**config.mk**
```make
export PLATFORM = sky130hd
export DESIGN_NAME = midi_track_event_parser
export DESIGN_NICKNAME = d
export VERILOG_FILES = /design/src/hw/rtl/mtep_pkg.sv /design/src/hw/rtl/midi_track_event_parser.sv
export VERILOG_INCLUDE_DIRS = /design/src /design/src/hw/rtl
export SDC_FILE = /design/constraint.sdc
export NUM_CORES = 1
export LEC_CHECK = 0
export BUFFER_PORTS_ARGS = -buffer_cell sky130_fd_sc_hd__buf_2
export CORE_UTILIZATION = 32
export DETAILED_ROUTE_END_ITERATION = 6
export PLACE_DENSITY = 0.56
export REMOVE_ABC_BUFFERS = 1
export SLEW_MARGIN = 40
export SYNTH_ARGS = -nofsm -noshare
export SYNTH_HDL_FRONTEND = slang
export SYNTH_SLANG_ARGS = --single-unit
```
**constraint.sdc**
```tcl
create_clock -name i_clk -period 27.1 [get_ports i_clk]
set_clock_uncertainty 0.2 [all_clocks]
set_input_delay 5.42 -clock i_clk [delete_from_list [all_inputs] [get_ports i_clk]]
set_output_delay 5.42 -clock i_clk [all_outputs]
set_load 0.01 [all_outputs]
```
**src/hw/rtl/midi_track_event_parser_defines.svh**
```systemverilog
// Assertion macros shared by the track event parser RTL.
// No dependencies; included by files that carry concurrent checks.
`ifndef MIDI_TRACK_EVENT_PARSER_DEFINES_SVH
`define MIDI_TRACK_EVENT_PARSER_DEFINES_SVH

// Same-cycle implication, disabled while reset is low
`define MTEP_ASSERT_NOW(label, ante, cons, msg) \
    label: assert property (@(posedge i_clk) disable iff (!i_rst_n) (ante) |-> (cons)) \
        else $error(msg);

// Next-cycle implication, disabled while reset is low
`define MTEP_ASSERT_NEXT(label, ante, cons, msg) \
    label: assert property (@(posedge i_clk) disable iff (!i_rst_n) (ante) |=> (cons)) \
        else $error(msg);

`endif

```
**src/hw/rtl/mtep_pkg.sv**
```systemverilog
// Types and constants for the MIDI track event parser.
// No dependencies; used by midi_track_event_parser.
package mtep_pkg;

    // Parse phases
    typedef enum logic [3:0] {
        PH_DELTA    = 4'd0,
        PH_STATUS   = 4'd1,
        PH_DATA1    = 4'd2,
        PH_DATA2    = 4'd3,
        PH_SYSLEN   = 4'd4,
        PH_METATYPE = 4'd5,
        PH_METALEN  = 4'd6,
        PH_SKIP     = 4'd7,
        PH_TEMPO    = 4'd8
    } t_phase;

    // Event kinds on the output
    typedef enum logic [2:0] {
        EV_NOTE    = 3'd0,
        EV_CONTROL = 3'd1,
        EV_PROGRAM = 3'd2,
        EV_BEND    = 3'd3,
        EV_TEMPO   = 3'd4,
        EV_END     = 3'd5
    } t_event_kind;

    // Status high nibbles
    localparam logic [3:0] ST_NOTE_OFF  = 4'h8;
    localparam logic [3:0] ST_NOTE_ON   = 4'h9;
    localparam logic [3:0] ST_CONTROL   = 4'hB;
    localparam logic [3:0] ST_PROGRAM   = 4'hC;
    localparam logic [3:0] ST_CHAN_AT   = 4'hD;
    localparam logic [3:0] ST_BEND      = 4'hE;

    // Full status and meta codes
    localparam logic [7:0] ST_LAST_CHAN = 8'hEF;
    localparam logic [7:0] ST_SYSEX     = 8'hF0;
    localparam logic [7:0] ST_SYSEX_ESC = 8'hF7;
    localparam logic [7:0] ST_META      = 8'hFF;
    localparam logic [7:0] META_END     = 8'h2F;
    localparam logic [7:0] META_TEMPO   = 8'h51;

    localparam logic [31:0] TEMPO_LEN   = 32'd3;
    localparam logic [13:0] BEND_CENTER = 14'd8192;

endpackage

```
**src/hw/rtl/midi_track_event_parser.sv**
```systemverilog
// MIDI track event parser: one track byte per cycle, one decoded event out.
// Each emitted event is held in a registered result word for the master side.
// Throughput: one byte per cycle; the only stall is a held, untaken result word.
// The parse state is updated by a single combinational step from the input word.
// Reset (i_rst_n low, synchronous) clears parse state and drops any held result.
// Depends on mtep_pkg and midi_track_event_parser_defines.svh.
`include "midi_track_event_parser_defines.svh"

module midi_track_event_parser (
    input  logic        i_clk,
    input  logic        i_rst_n,
    input  logic        i_s_tvalid,
    output logic        o_s_tready,
    input  logic [7:0]  i_s_tdata,   // [7:0] track_byte
    input  logic        i_s_tuser,   // [0] first_of_track
    output logic        o_m_tvalid,
    input  logic        i_m_tready,
    output logic [87:0] o_m_tdata,   // [3:0] channel, [10:4] first_data,
                                     // [17:11] second_data, [31:18] bend_value,
                                     // [55:32] tempo_micros, [87:56] delta_ticks
    output logic [2:0]  o_m_tuser    // [2:0] event_kind
);

    // State registers
    mtep_pkg::t_phase r_phase, n_phase;
    logic [7:0]  r_running, n_running;
    logic [31:0] r_delta, n_delta;
    logic [31:0] r_skip, n_skip;
    logic [7:0]  r_meta, n_meta;
    logic [7:0]  r_cur, n_cur;
    logic [6:0]  r_held, n_held;
    logic [23:0] r_tempo, n_tempo;
    logic        r_ended, n_ended;

    // Result register
    logic        r_out_valid;
    logic [2:0]  r_out_kind, n_out_kind;
    logic [3:0]  r_out_ch, n_out_ch;
    logic [6:0]  r_out_d1, n_out_d1;
    logic [6:0]  r_out_d2, n_out_d2;
    logic [13:0] r_out_bend, n_out_bend;
    logic [23:0] r_out_tempo, n_out_tempo;
    logic [31:0] r_out_delta;
    logic        n_emit;

    // Starting state for this byte: a first byte of a track begins from reset values
    mtep_pkg::t_phase w_phase;
    logic [7:0]  w_running;
    logic [31:0] w_delta;
    logic [31:0] w_skip;
    logic        w_ended;
    logic [7:0]  w_byte;
    logic [6:0]  w_low;
    logic [31:0] w_skip_shift;
    logic [31:0] w_skip_dec;
    logic [23:0] w_tempo_shift;
    logic        w_accept;

    // Data byte handling shared by the status and first-data phases
    logic        w_do_data1;
    logic [7:0]  w_d1_status;

    assign w_accept      = i_s_tvalid && o_s_tready;
    assign o_s_tready    = !r_out_valid || i_m_tready;
    assign w_byte        = i_s_tdata;
    assign w_low         = i_s_tdata[6:0];
    assign w_phase       = i_s_tuser ? mtep_pkg::PH_DELTA : r_phase;
    assign w_running     = i_s_tuser ? 8'd0  : r_running;
    assign w_delta       = i_s_tuser ? 32'd0 : r_delta;
    assign w_skip        = i_s_tuser ? 32'd0 : r_skip;
    assign w_ended       = i_s_tuser ? 1'b0  : r_ended;
    assign w_skip_shift  = {w_skip[24:0], w_low};
    assign w_skip_dec    = w_skip - 32'd1;
    assign w_tempo_shift = {r_tempo[15:0], w_byte};

    // Next state and result for one byte
    always_comb begin
        n_phase     = w_phase;
        n_running   = w_running;
        n_delta     = w_delta;
        n_skip      = w_skip;
        n_meta      = i_s_tuser ? 8'd0 : r_meta;
        n_cur       = i_s_tuser ? 8'd0 : r_cur;
        n_held      = i_s_tuser ? 7'd0 : r_held;
        n_tempo     = i_s_tuser ? 24'd0 : r_tempo;
        n_ended     = w_ended;
        n_emit      = 1'b0;
        n_out_kind  = mtep_pkg::EV_NOTE;
        n_out_ch    = 4'd0;
        n_out_d1    = 7'd0;
        n_out_d2    = 7'd0;
        n_out_bend  = 14'd0;
        n_out_tempo = 24'd0;
        w_do_data1  = 1'b0;
        w_d1_status = r_cur;

        if (!w_ended) begin
            unique case (w_phase)
                mtep_pkg::PH_DELTA: begin
                    n_delta = {w_delta[24:0], w_low};
                    if (!w_byte[7]) begin
                        n_phase = mtep_pkg::PH_STATUS;
                    end
                end
                mtep_pkg::PH_STATUS: begin
                    if (!w_byte[7]) begin
                        // Running status, or drop the byte when there is none
                        if (w_running != 8'd0) begin
                            n_cur       = w_running;
                            w_d1_status = w_running;
                            w_do_data1  = 1'b1;
                        end
                    end else begin
                        n_cur = w_byte;
                        if (w_byte <= mtep_pkg::ST_LAST_CHAN) begin
                            n_running = w_byte;
                            n_phase   = mtep_pkg::PH_DATA1;
                        end else if (w_byte == mtep_pkg::ST_SYSEX ||
                                     w_byte == mtep_pkg::ST_SYSEX_ESC) begin
                            n_skip  = 32'd0;
                            n_phase = mtep_pkg::PH_SYSLEN;
                        end else if (w_byte == mtep_pkg::ST_META) begin
                            n_phase = mtep_pkg::PH_METATYPE;
                        end else begin
                            n_delta = 32'd0;
                            n_phase = mtep_pkg::PH_DELTA;
                        end
                    end
                end
                mtep_pkg::PH_DATA1: begin
                    w_do_data1 = 1'b1;
                end
                mtep_pkg::PH_DATA2: begin
                    n_out_ch = r_cur[3:0];
                    n_out_d1 = r_held;
                    case (r_cur[7:4])
                        mtep_pkg::ST_NOTE_OFF: begin
                            n_emit     = 1'b1;
                            n_out_kind = mtep_pkg::EV_NOTE;
                        end
                        mtep_pkg::ST_NOTE_ON: begin
                            n_emit     = 1'b1;
                            n_out_kind = mtep_pkg::EV_NOTE;
                            n_out_d2   = w_low;
                        end
                        mtep_pkg::ST_CONTROL: begin
                            n_emit     = 1'b1;
                            n_out_kind = mtep_pkg::EV_CONTROL;
                            n_out_d2   = w_low;
                        end
                        mtep_pkg::ST_BEND: begin
                            n_emit     = 1'b1;
                            n_out_kind = mtep_pkg::EV_BEND;
                            n_out_d1   = 7'd0;
                            n_out_bend = {w_low, r_held} - mtep_pkg::BEND_CENTER;
                        end
                        default: begin
                            n_out_ch = 4'd0;
                            n_out_d1 = 7'd0;
                        end
                    endcase
                    n_delta = 32'd0;
                    n_phase = mtep_pkg::PH_DELTA;
                end
                mtep_pkg::PH_SYSLEN: begin
                    n_skip = w_skip_shift;
                    if (!w_byte[7]) begin
                        if (w_skip_shift == 32'd0) begin
                            n_delta = 32'd0;
                            n_phase = mtep_pkg::PH_DELTA;
                        end else begin
                            n_phase = mtep_pkg::PH_SKIP;
                        end
                    end
                end
                mtep_pkg::PH_METATYPE: begin
                    n_meta  = w_byte;
                    n_skip  = 32'd0;
                    n_phase = mtep_pkg::PH_METALEN;
                end
                mtep_pkg::PH_METALEN: begin
                    n_skip = w_skip_shift;
                    if (!w_byte[7]) begin
                        if (r_meta == mtep_pkg::META_END && w_skip_shift == 32'd0) begin
                            n_ended    = 1'b1;
                            n_emit     = 1'b1;
                            n_out_kind = mtep_pkg::EV_END;
                            n_delta    = 32'd0;
                            n_phase    = mtep_pkg::PH_DELTA;
                        end else if (r_meta == mtep_pkg::META_TEMPO &&
                                     w_skip_shift == mtep_pkg::TEMPO_LEN) begin
                            n_tempo = 24'd0;
                            n_phase = mtep_pkg::PH_TEMPO;
                        end else if (w_skip_shift == 32'd0) begin
                            n_delta = 32'd0;
                            n_phase = mtep_pkg::PH_DELTA;
                        end else begin
                            n_phase = mtep_pkg::PH_SKIP;
                        end
                    end
                end
                mtep_pkg::PH_SKIP: begin
                    n_skip = w_skip_dec;
                    if (w_skip_dec == 32'd0) begin
                        n_delta = 32'd0;
                        n_phase = mtep_pkg::PH_DELTA;
                    end
                end
                mtep_pkg::PH_TEMPO: begin
                    n_tempo = w_tempo_shift;
                    n_skip  = w_skip_dec;
                    if (w_skip_dec == 32'd0) begin
                        n_emit      = 1'b1;
                        n_out_kind  = mtep_pkg::EV_TEMPO;
                        n_out_tempo = w_tempo_shift;
                        n_delta     = 32'd0;
                        n_phase     = mtep_pkg::PH_DELTA;
                    end
                end
                default: begin
                    n_delta = 32'd0;
                    n_phase = mtep_pkg::PH_DELTA;
                end
            endcase

            // First data byte: program emits, aftertouch ends quietly, others hold it
            if (w_do_data1) begin
                case (w_d1_status[7:4])
                    mtep_pkg::ST_PROGRAM: begin
                        n_emit     = 1'b1;
                        n_out_kind = mtep_pkg::EV_PROGRAM;
                        n_out_ch   = w_d1_status[3:0];
                        n_out_d1   = w_low;
                        n_delta    = 32'd0;
                        n_phase    = mtep_pkg::PH_DELTA;
                    end
                    mtep_pkg::ST_CHAN_AT: begin
                        n_delta = 32'd0;
                        n_phase = mtep_pkg::PH_DELTA;
                    end
                    default: begin
                        n_held  = w_low;
                        n_phase = mtep_pkg::PH_DATA2;
                    end
                endcase
            end
        end
    end

    // Advance parse state on each accepted word
    always_ff @(posedge i_clk) begin
        if (!i_rst_n) begin
            r_phase   <= mtep_pkg::PH_DELTA;
            r_running <= 8'd0;
            r_delta   <= 32'd0;
            r_skip    <= 32'd0;
            r_meta    <= 8'd0;
            r_cur     <= 8'd0;
            r_held    <= 7'd0;
            r_tempo   <= 24'd0;
            r_ended   <= 1'b0;
        end else if (w_accept) begin
            r_phase   <= n_phase;
            r_running <= n_running;
            r_delta   <= n_delta;
            r_skip    <= n_skip;
            r_meta    <= n_meta;
            r_cur     <= n_cur;
            r_held    <= n_held;
            r_tempo   <= n_tempo;
            r_ended   <= n_ended;
        end
    end

    // Hold the result word until the master side takes it
    always_ff @(posedge i_clk) begin
        if (!i_rst_n) begin
            r_out_valid <= 1'b0;
        end else if (w_accept) begin
            r_out_valid <= n_emit;
        end else if (i_m_tready) begin
            r_out_valid <= 1'b0;
        end
    end

    // Load the result payload
    always_ff @(posedge i_clk) begin
        if (w_accept && n_emit) begin
            r_out_kind  <= n_out_kind;
            r_out_ch    <= n_out_ch;
            r_out_d1    <= n_out_d1;
            r_out_d2    <= n_out_d2;
            r_out_bend  <= n_out_bend;
            r_out_tempo <= n_out_tempo;
            r_out_delta <= w_delta;
        end
    end

    assign o_m_tvalid = r_out_valid;
    assign o_m_tuser  = r_out_kind;
    assign o_m_tdata  = {r_out_delta, r_out_tempo, r_out_bend, r_out_d2, r_out_d1, r_out_ch};

    // Checks on parse state and result ordering
    `MTEP_ASSERT_NEXT(a_first_clears_end, w_accept && i_s_tuser, !r_ended,
        "first byte of a track did not clear the end flag")
    `MTEP_ASSERT_NOW(a_ended_in_delta, r_ended, r_phase == mtep_pkg::PH_DELTA,
        "ended track left outside the delta phase")
    `MTEP_ASSERT_NOW(a_end_event_flagged, r_out_valid && r_out_kind == mtep_pkg::EV_END,
        r_ended, "end-of-track result held without the end flag")
    `MTEP_ASSERT_NOW(a_tempo_count, r_phase == mtep_pkg::PH_TEMPO,
        r_skip != 32'd0 && r_skip <= mtep_pkg::TEMPO_LEN,
        "tempo byte count out of range")

endmodule
```
**Yosys cells after proc, flatten, opt, wreduce, memory -nomap -nowiden**

Index checks and enable logic that the tools add are counted.

- Bits of input ports: 13
- Bits in registers: 216
- Logic and storage cells: 163

- Reductions and logical operators: 22
- Muxes and demuxes: 96
- Add/sub/neg operators: 2
- Equal/unequal tests: 20
- $lt $le $gt $ge: 1
- Bitwise operators: 5

Operators by type and width:

| operator | count |
|---|---|
| 2-to-1 mux 32 bit | 19 |
| case mux 32 bit (6 select lines) | 1 |
| 2-to-1 mux 8 bit | 17 |
| case mux 32 bit (4 select lines) | 1 |
| 2-to-1 mux 24 bit | 5 |
| logical NOT 32 bit | 2 |
| 2-to-1 mux 4 bit | 14 |
| 2-to-1 mux 7 bit | 8 |
| case mux 24 bit (2 select lines) | 1 |
| == test 32 x 2 -> 1 bit (second input constant) | 1 |
| subtractor 32 x 1 -> 32 bit (second input constant) | 1 |
| == test 4 bit (second input constant) | 7 |
| case mux 4 bit (7 select lines) | 1 |
| 2-to-1 mux 3 bit | 9 |
| == test 8 bit (second input constant) | 3 |
| == test 4 x 3 -> 1 bit (second input constant) | 4 |
| 2-to-1 mux 1 bit | 15 |
| subtractor 14 bit (second input constant) | 1 |
| OR reduction 3 bit | 4 |
| OR reduction 2 bit | 5 |
| case mux 3 bit (3 select lines) | 1 |
| == test 4 x 2 -> 1 bit (second input constant) | 2 |
| == test 8 x 6 -> 1 bit (second input constant) | 1 |
| == test 8 x 7 -> 1 bit (second input constant) | 1 |
| 14 further kinds | 22 |

**Logic depth before layout (Yosys ltp)**

Gate-level depths: netlist (run 1).

- Word-level depth: 11
- Depth in mapped cells: 15
- Depth with buffers taken out: 11

**Least setup slack after synthesis (run 1)**

OpenSTA, ideal clock, no wires.

- Kind: input to register
- From: input i_s_tuser
- To: register r_out_kind[0] (netlist: o_m_tuser[0]), enable pin
- Path buffers: 3
- Setup time: 0.595 ns
- Data required time: 26.305 ns
- Stages on the path: 13
- Arrival: 12.752 ns
- Setup slack: 13.553 ns
- Path through: inv_1 clkbuf_1 clkbuf_1 nand2_1 ha_1 or4b_1 clkbuf_1 o311a_1 a2111oi_0 nand4b_1 nor4_1 nand2_1 a31oi_1

- Longest elaborated chain between the ends: 11
- Elaborated cells between the ends (all ways): 31

Ends and longest elaborated chain:

| what | RTL line | RTL |
|---|---|---|
| start, declared | midi_track_event_parser.sv:15 | `input logic i_s_tuser,` |
| parallel branches: the longest is 9 deep, another holds subtractor 32 x 1 -> 32 bit | n/a |  |
| 2-to-1 mux 1 bit * | midi_track_event_parser.sv:97 | `if (!w_ended) begin` |
| logical AND 1 bit * | midi_track_event_parser.sv:288 | `if (w_accept && n_emit) begin` |
| end signal, assigned | midi_track_event_parser.sv:289 | `r_out_kind <= n_out_kind;` |
| end, declared | midi_track_event_parser.sv:37 | `logic [2:0] r_out_kind, n_out_kind;` |

Every way passes the cells marked *. The select of a mux whose other input is x is not followed.
A chain may end at the register's enable or synchronous reset.

**Worst setup path after layout (run 1)**

- From: input i_m_tready
- To: output o_s_tready

- Longest elaborated chain between the ends: 1

Ends and longest elaborated chain:

| what | RTL line | RTL |
|---|---|---|
| start, declared | midi_track_event_parser.sv:17 | `input logic i_m_tready,` |
| logical OR 1 bit | midi_track_event_parser.sv:64 | `assign o_s_tready = !r_out_valid \|\| i_m_tready;` |
| end, declared | midi_track_event_parser.sv:13 | `output logic o_s_tready,` |

No other way between the ends.

==> results of run 1 <==
layout by cell type (no fill, tap or decap), types with 7 or more instances in the layout:
cell type / n
a211oi_1: 8
a21boi_0: 12
a21oi_1: 53
a22o_1: 22
a22oi_1: 42
a32oi_1: 33
and2_1: 58
buf_2: 104
buf_4: 13
clkbuf_16: 25
dfxtp_1: 117
edfxtp_1: 91
inv_1: 9
nand2_1: 73
nand3_1: 64
nand4_1: 13
nor2_1: 65
nor2b_1: 85
nor3_1: 17
nor3b_1: 14
nor4_1: 19
o21ai_0: 58
o21ai_1: 7
xnor2_1: 7
xor2_1: 8
state kept, by name, summed over array words and instances, names as in the netlist, 7 cells and up:
| name | count |
|---|---|
| r_running | 8 |
| r_out_tempo | 24 |
| r_out_d2 | 7 |
| r_cur | 8 |
| r_out_d1 | 7 |
| r_tempo | 16 |
| r_held | 7 |
| r_delta | 32 |
| r_meta | 8 |
| r_skip | 32 |
| r_out_delta | 32 |
| r_out_bend | 14 |
final cells by class:
| cell class | instances | area share |
|---|---|---|
| Tap cell | 402 | 0.0422 |
| Clock inverter | 14 | 0.0101 |
| Timing Repair Buffer | 118 | 0.0528 |
| Inverter | 10 | 0.00315 |
| Multi-Input combinational cell | 782 | 0.412 |
| Sequential cell | 208 | 0.425 |
| Clock buffer | 30 | 0.0549 |
power breakdown:
group	switching, mW	total (mW)	internal [mW]
sequential	0.00315	0.330	0.327
combinational	0.0276	0.0385	0.0109
clock	0.133	0.316	0.182
through the flow:
| step | power [mW] | std cells | hold WS, ns | cell area (sq um) | worst slack (ns) |
|---|---|---|---|---|---|
| floorplan | 0.355 | 1000 | 0.241 | 9910 | 12.42 |
| CTS | 0.692 | 1564 | 0.274 | 11900 | 15.58 |
| detailed placement | 0.375 | 1520 | 0.257 | 11100 | 15.57 |
| global placement | 0.374 | 1518 | 0.253 | 11100 | 15.57 |
| finish | 0.684 | 1564 | 0.269 | 11900 | 15.58 |
| global route | 0.710 | 1564 | 0.282 | 11900 | 15.54 |
Yosys cell counts, types with 14 or more instances:
cell type,count
a32oi_1,33
edfxtp_1,91
dfxtp_1,117
nor2b_1,85
nand3_1,64
nor2_1,67
a21oi_1,54
a22oi_1,42
a22o_1,22
and2_1,58
nor3b_1,14
o21ai_0,58
nor3_1,18
nand2_1,73
clkbuf_1,78
nor4_1,22
cells by family after synthesis:
kind of cell    Yosys count  share of synthesized area
mux                       3                    0.00304
buf+inv                 101                     0.0402
xor+xnor                 15                     0.0128
simple gates            469                      0.255
compound gates          294                      0.195
fa+ha+maj                 1                    0.00122
flops                   208                      0.493
path summary, 6_finish.rpt:
check	start	end	slack (ns)	cells after the start
worst max register to register	r_skip[14]	r_out_bend[13]	22.15	9
worst min register to register	r_tempo[10]	r_tempo[10]	0.27	1
worst min-delay path	r_tempo[10]	r_tempo[10]	0.27	1
worst max-delay path	i_m_tready	o_s_tready	15.58	3
critical path, stage by stage:
cell and delay, ns:
buf_2 0.09, nand2b_1 0.21, buf_2 0.18
metal layers:
metal,vias to the layer above,global-route usage,part of all wire
met1,4214,0.250,0.46
met4,0,0.0444,0.018
met2,329,0.284,0.46
met3,43,0.0272,0.066
met5,-,0,0
li1,4178,-,-
==> impl_metrics.tcl, run 1 <==
set metrics [dict create \
    status "finished, final reports clean" \
    synth_edf_count 91 \
    ys.flop_type "dfxtp_1" \
    synth.area.top_cells "edfxtp_1, dfxtp_1, nor2b_1, and2_1, nand3_1" \
    antenna_found_initial 0 \
    critPathCaptureType "output pin" \
    irDropWorstVdd_v 0.0000293 \
    fin_crit_ns 11.52 \
    start_util 0.325 \
    p_per_area_nw_per_um2 57.3 \
    dieWidth_um 181 \
    synth_cell_type_count 74 \
    start_kind "input pin" \
    clkTransAtPathRegs_ns 0.06 \
    postCtsSetupRepairBufs 0 \
    ios 106 \
    clk_path_buf_depth 3 \
    grt_pass1_vias 8192 \
    num-fill-cells 3157 \
    min_period_over_period 0.425 \
    place.gp.congestion 0.878 \
    ys_seq_elements 208 \
    rows 65 \
    area_delta_synth_final_pct 15.9 \
    avgSynthCellArea_sq_um 9.43 \
    worstPathRequired_ns 21.48 \
    yosys.area.top_type "edfxtp_1" \
    layout.nets 1158 \
    clock-sinks 208 \
    cts_resized 0 \
    die_area_sq_um 32900 \
    crit_path_max_fanout 5 \
    hold_viol 0 \
    synth-seq-area-share 0.493 \
    grt-ovfl-total 0 \
    grt_pass1_wl_um 47200 \
    fin_setup_tns_ns 0 \
    netlist_instances 1091 \
    synth_top_area_frac 0.266 \
    vias 8764 \
    min_path_type "flop to flop" \
    drc 0 \
    viasPerCell 5.60 \
    multi_input_area_sq_um 4910 \
    slew_headroom 0.465 \
    core_area_sq_um 31600 \
    first_pass_iters 6 \
    tightest_slew_ns 0.797 \
    async_reset_ff_frac 0 \
    numPortBuffers 105 \
    htree_levels 1 \
    p_leak_nw 4.32 \
    cts_tree "built" \
    grt_use_total 0.178 \
    drt_iter0_drc 828 \
    routedWlPerCell_um 18.9 \
    antenna_left 0 \
    synth_area_sq_um 10300 \
    critical_path_class "input pin to output pin" \
    grt_max_degree 86 \
    holdBufCountCts 0 \
    n_antenna_cell 0 \
    max_freq_mhz 86.8 \
    drv_slew 0 \
    root_buffer "clkbuf_16" \
    wirelength_um 29600 \
    dpl.hpwl_um 19000 \
    numCtsBuffers 24 \
    setup_viol 0 \
    seq_area_sq_um 5070 \
    yosys_warnings 0 \
    arrival_ns 5.90 \
    fin_util 0.377 \
    rsz0062_at_grt "false" \
    drv_cap 0 \
    clock_latency_ns 0.52 \
    drive_above_1_share 0.157 \
    fp.dieH_um 181 \
]
(Power assumes the default switching activity.)
==> inputs of run 2 (changes only) <==
ABC_AREA = 1   (was unset)
PLACE_DENSITY = 0.55   (was 0.56)
clock period = 11.67 ns   (was 27.1 ns; I/O delays follow)
==> run 2 against run 1 <==
Synthesized cell count is 45% higher. Sequential share of layout area is 4.2 points lower. Die area is 12% higher. Flip-flop and latch count stayed put. Clock power is 140% higher. Register-to-register slack worse by 15 ns. Setup slack worse by 11 ns. Via count is 29% higher. Clock-buffer cell count is 2 higher. Synthesized area is 12% higher. Core utilization is 0.52 points lower. Cell count is 35% higher. Highest routed layer unchanged.
==> impl_metrics.tcl, run 2 <==
set metrics [dict create \
    yosys.area.top_type "edfxtp_1" \
    vias 11300 \
    path_buf_inv 7 \
    synth_cell_type_count 47 \
    arrival_ns 7.27 \
    fp.dieH_um 192 \
    antenna_left 0 \
    wirelength_um 36600 \
    cts_resized 0 \
    p_per_area_nw_per_um2 136 \
    clock_latency_ns 0.52 \
    seq_area_sq_um 5070 \
    layout_common_cells "nand2_1, nor2_1, a21oi_1, inv_1, o21ai_0" \
    area_delta_synth_final_pct 14.5 \
    cpMostUsedCell "nand2_1" \
    drt_iter0_drc 897 \
    grt_use_total 0.197 \
    yosysMostFrequentCell "nand2_1" \
    start_kind "input pin" \
    netlist_top_cells_count "nand2_1, nor2_1, a21oi_1" \
    critical_path_class "input pin to flop" \
    grt_max_degree 85 \
    path_delay_family "buffers and inverters" \
    busiest_layer "met2" \
    netlist_instances 1582 \
    postCtsSetupRepairBufs 0 \
    multi_input_area_sq_um 5400 \
    synth-seq-area-share 0.439 \
    slew_headroom 0.528 \
    routedWlPerCell_um 17.3 \
    ios 106 \
    fin_setup_tns_ns 0 \
    place.gp.congestion 0.912 \
    antenna_found_initial 0 \
    synth_area_sq_um 11500 \
    clk_path_buf_depth 3 \
    root_buffer "clkbuf_16" \
    cts_tree "built" \
    p_leak_nw 5.41 \
    numCtsBuffers 25 \
    num-fill-cells 3782 \
    status "finished, final reports clean" \
    drive_above_1_share 0.128 \
    critPathCaptureType "flop" \
    setup_viol 0 \
    hold_viol 0 \
    first_pass_iters 6 \
    tightest_slew_ns 0.708 \
    ys_seq_elements 208 \
    htree_levels 1 \
    grt_pass1_vias 10900 \
    grt-ovfl-total 0 \
    start_util 0.325 \
    min_period_over_period 0.627 \
    yosys_warnings 0 \
    synth.area.top_cells "edfxtp_1, dfxtp_1, nand2_1, a21oi_1, nor2_1" \
    core_area_sq_um 35600 \
    rsz0062_at_grt "false" \
    async_reset_ff_frac 0 \
    grt_pass1_wl_um 58700 \
    worstPathRequired_ns 11.62 \
    final_common_cell "nand2_1" \
    viasPerCell 5.33 \
    numPortBuffers 105 \
    min_path_type "flop to flop" \
    drc 0 \
    drv_cap 0 \
    crit_path_top_delay_cell "buf_4" \
    clkTransAtPathRegs_ns 0.06 \
    slowest_delay_ns 0.64 \
    cp_cell_sequence "buf_2 -> buf_4 -> inv_2 -> buf_4 -> nand2_1 -> ha_1 -> inv_1 -> nor2_1 -> nand3_1 -> nand2_1 -> nand2_1 -> nor2_1 -> nand2_1 -> nor2_1 -> nand2_1 -> nor2_2 -> nand3_1 -> nand4_1 -> nand2_1 -> clkinv_2 -> buf_4" \
    max_freq_mhz 137 \
    pre_cts_slack_ns 3.90 \
    dpl.hpwl_um 24200 \
    layout.nets 1655 \
    setup_slack_ns 4.35 \
    n_antenna_cell 0 \
    irDropWorstVdd_v 0.0000877 \
    avgSynthCellArea_sq_um 7.30 \
    clock-sinks 208 \
    synth_edf_count 91 \
    crit_path_max_fanout 54 \
    place_area_sq_um 12400 \
    use_met1 0.259 \
    gr-usage-met3 0.0236 \
    drv_slew 0 \
    rows 69 \
    power_mw 1.79 \
    dieWidth_um 192 \
    fin_crit_ns 7.32 \
    reg_top3 "r_delta: 32 flops, r_out_delta: 32 flops, r_skip: 32 flops" \
    finalInstanceArea_sq_um 13200 \
    grt_util_met2 0.334 \
    synth_top_area_frac 0.237 \
    ys.flop_type "dfxtp_1" \
    die_area_sq_um 36900 \
    holdBufCountCts 0 \
]
[run 2: cell type report]
| type | instances | area share |
|---|---|---|
| well taps | 461 | 0.0436 |
| clock buffers | 32 | 0.0500 |
| flip-flops and latches | 208 | 0.384 |
| clock inverters | 12 | 0.0101 |
| inverters | 175 | 0.0499 |
| repair buffers | 124 | 0.0544 |
| multi-input cells | 1107 | 0.408 |
[run 2: metrics by stage]
stage,std cells,hold WS (ns),util
detailed placement,2075,0.256,0.349
floorplan,1490,0.241,-
finish,2119,0.263,0.372
global placement,2070,0.249,0.347
CTS,2119,0.265,0.372
global route,2119,0.305,0.372
[run 2: worst paths after layout]
kind              cells after the start  slack [ns]            end         start
setup reg to reg                     17        7.50  r_out_bend[9]     r_skip[1]
hold reg to reg                       2        0.26   r_running[4]  r_running[4]
hold / removal                        2        0.26   r_running[4]  r_running[4]
setup / recovery                     21        4.35  r_out_bend[9]     i_s_tuser
[run 2: cell families after synthesis]
| kind of cell | count (synthesis) | synth area share |
|---|---|---|
| flops | 208 | 0.439 |
| xor+xnor | 2 | 0.00152 |
| buf+inv | 267 | 0.0946 |
| simple gates | 663 | 0.240 |
| compound gates | 441 | 0.223 |
| fa+ha+maj | 1 | 0.00108 |
[run 2: power by group]
part	internal (mW)	switching [mW]	total, mW
registers	0.775	0.0139	0.789
logic	0.0656	0.171	0.237
clock network	0.464	0.305	0.769
[run 2: worst reg2reg max path: cells and delay by family (launching register included)]
family                   cells  cell delay (ns)
AND/OR/NAND/NOR             13             1.74
buffers and inverters        3             1.20
flip-flops                   1             0.34
adder cells (fa/ha/maj)      1             0.27
[run 2: routing by layer]
metal	vias up	part of all wire	routed length, um
li1	5508	-	-
met5	-	0	0
met3	78	0.052	1910
met1	5350	0.45	16500
met2	366	0.47	17200
met4	0	0.028	1030
==> inputs of run 3 (changes only) <==
clock period = 6.79 ns   (was 11.67 ns; I/O delays follow)
==> run 3 against run 2 <==
Cell count increased by 0.24%. Via count shrank 0.12%. Global-route usage about the same. Critical path type unchanged. Worst hold slack got worse by 0.00099 ns. Power grew 74%. Flip-flop and latch count unchanged. Sequential power is 71% higher. First-iteration DRC count decreased by 0.11%. Wire length up 1.2%. Die area did not move. Core utilization is 0.070 points higher. Setup slack worse by 2.3 ns.
==> impl_metrics.tcl, run 3 (same netlist as run 2, synthesis figures left out) <==
set metrics [dict create \
    critPathCaptureType "flop" \
    cts_tree "built" \
    first_pass_iters 6 \
    antenna_found_initial 0 \
    core_area_sq_um 35600 \
    clock-sinks 208 \
    final_common_cell "nand2_1" \
    viasPerCell 5.31 \
    drive_above_1_share 0.130 \
    cp_cell_sequence "buf_2 -> inv_2 -> buf_4 -> nand2_1 -> nand2_1 -> nor2_1 -> nand3_1 -> nor2_1 -> nand2_1 -> nand2_1 -> nand3_1 -> nor2_2 -> nand3_1 -> nand4_1 -> nand2_1 -> clkinv_2 -> buf_12" \
    grt_use_total 0.197 \
    cts_resized 0 \
    clk_path_buf_depth 3 \
    n_antenna_cell 0 \
    cpMostUsedCell "nand2_1" \
    finalInstanceArea_sq_um 13300 \
    postCtsSetupRepairBufs 0 \
    htree_levels 1 \
    swShare 0.270 \
    arrival_ns 4.76 \
    vias 11300 \
    layout_common_cells "nand2_1, nor2_1, a21oi_1, inv_1, o21ai_0" \
    cp.depth 17 \
    grt_max_degree 54 \
    place_area_sq_um 12400 \
    internal_power_mw 2.27 \
    fin_crit_ns 4.76 \
    status "finished, final reports clean" \
    hold_ws_ns 0.262 \
    wirelength_um 37000 \
    hold_viol 0 \
    crit_path_max_fanout 52 \
    critical_path_class "input pin to flop" \
    numPortBuffers 105 \
    irDropWorstVdd_v 0.000169 \
    clockPowerShare 0.436 \
    pwr-share-seq 0.435 \
    num-fill-cells 3715 \
    holdBufCountCts 0 \
    rows 69 \
    min_path_type "flop to flop" \
    fp.dieH_um 192 \
    clkTransAtPathRegs_ns 0.06 \
    drv_slew 0 \
    grt_pass1_vias 10600 \
    numCtsBuffers 24 \
    busiest_layer "met2" \
    place.gp.congestion 0.910 \
    routedWlPerCell_um 17.4 \
    grt-ovfl-total 0 \
    holdPathStages 2 \
    fin_setup_tns_ns 0 \
    clock_latency_ns 0.53 \
    setup_viol 0 \
    worstPathRequired_ns 6.79 \
    drt_iter0_drc 896 \
    crit_path_top_delay_cell "clkinv_2" \
    tightest_slew_ns 0.845 \
    drc 0 \
    antenna_left 0 \
    gr-usage-met3 0.0259 \
    root_buffer "clkbuf_16" \
    rsz0062_at_grt "false" \
    p_leak_nw 5.42 \
    ios 106 \
    start_kind "input pin" \
    grt_pass1_wl_um 57700 \
    slew_headroom 0.437 \
    slowest_delay_ns 0.49 \
    start_util 0.325 \
    grt_util_met2 0.335 \
    r2r_cells 15 \
    max_freq_mhz 210 \
    min_period_over_period 0.700 \
    rrSetupSlack_ns 2.91 \
    path_buf_inv 5 \
    multi_input_area_sq_um 5390 \
    comb_power_share 0.129 \
    dieWidth_um 192 \
    dpl.hpwl_um 24300 \
    use_met1 0.258 \
    drv_cap 0 \
    reg_top3 "r_delta: 32 flops, r_out_delta: 32 flops, r_skip: 32 flops" \
    path_delay_family "simple AND/OR/NAND/NOR gates" \
    die_area_sq_um 36900 \
    area_delta_synth_final_pct 14.7 \
    p_per_area_nw_per_um2 235 \
    layout.nets 1659 \
    seq_area_sq_um 5070 \
    p_switching_mw 0.841 \
]
## run 3: tightest hold or removal path: stages (launching register included)
cell and delay, ns:
dfxtp_1 0.31, nand2_1 0.06, a21oi_1 0.05
## run 3: worst paths after layout
path,startpoint,to
worst max-delay path,i_s_tuser,r_out_bend[4]
worst min-delay path,r_running[1],r_running[1]
worst min register to register,r_running[1],r_running[1]
worst max register to register,r_skip[1],r_out_bend[4]
## run 3: area by class of cell
cell class,instances,share of cell area
clock buffer,30,0.0494
clock inverter,14,0.0132
inverter,175,0.0498
multi-input combinational,1107,0.407
sequential,208,0.383
tap,461,0.0435
timing repair buffer,129,0.0542
## run 3: power groups by stage
stage	Clock, mW	Combinational, mW	Sequential [mW]
6_report	1.36	0.403	1.35
5_1_grt	1.44	0.451	1.36
4_1_cts	1.39	0.400	1.35
3_5_place_dp	0	0.398	1.38
3_3_place_gp	0	0.399	1.38
2_1_floorplan	0	0.268	1.37
## run 3: per-layer routing
layer,vias up,share of wire
li1,5521,-
met2,360,0.47
met4,0,0.024
met1,5342,0.45
met3,66,0.056
met5,-,0
## run 3: stage by stage
| step | power, mW | setup slack, ns | util | cells |
|---|---|---|---|---|
| after floorplan | 1.64 | 0.492 | - | 1490 |
| after detailed placement | 1.78 | 1.47 | 0.349 | 2080 |
| final | 3.12 | 2.03 | 0.373 | 2124 |
| after CTS | 3.14 | 2.03 | 0.373 | 2124 |
| after global routing | 3.24 | 1.64 | 0.373 | 2124 |
| after global placement | 1.78 | 1.46 | 0.349 | 2080 |
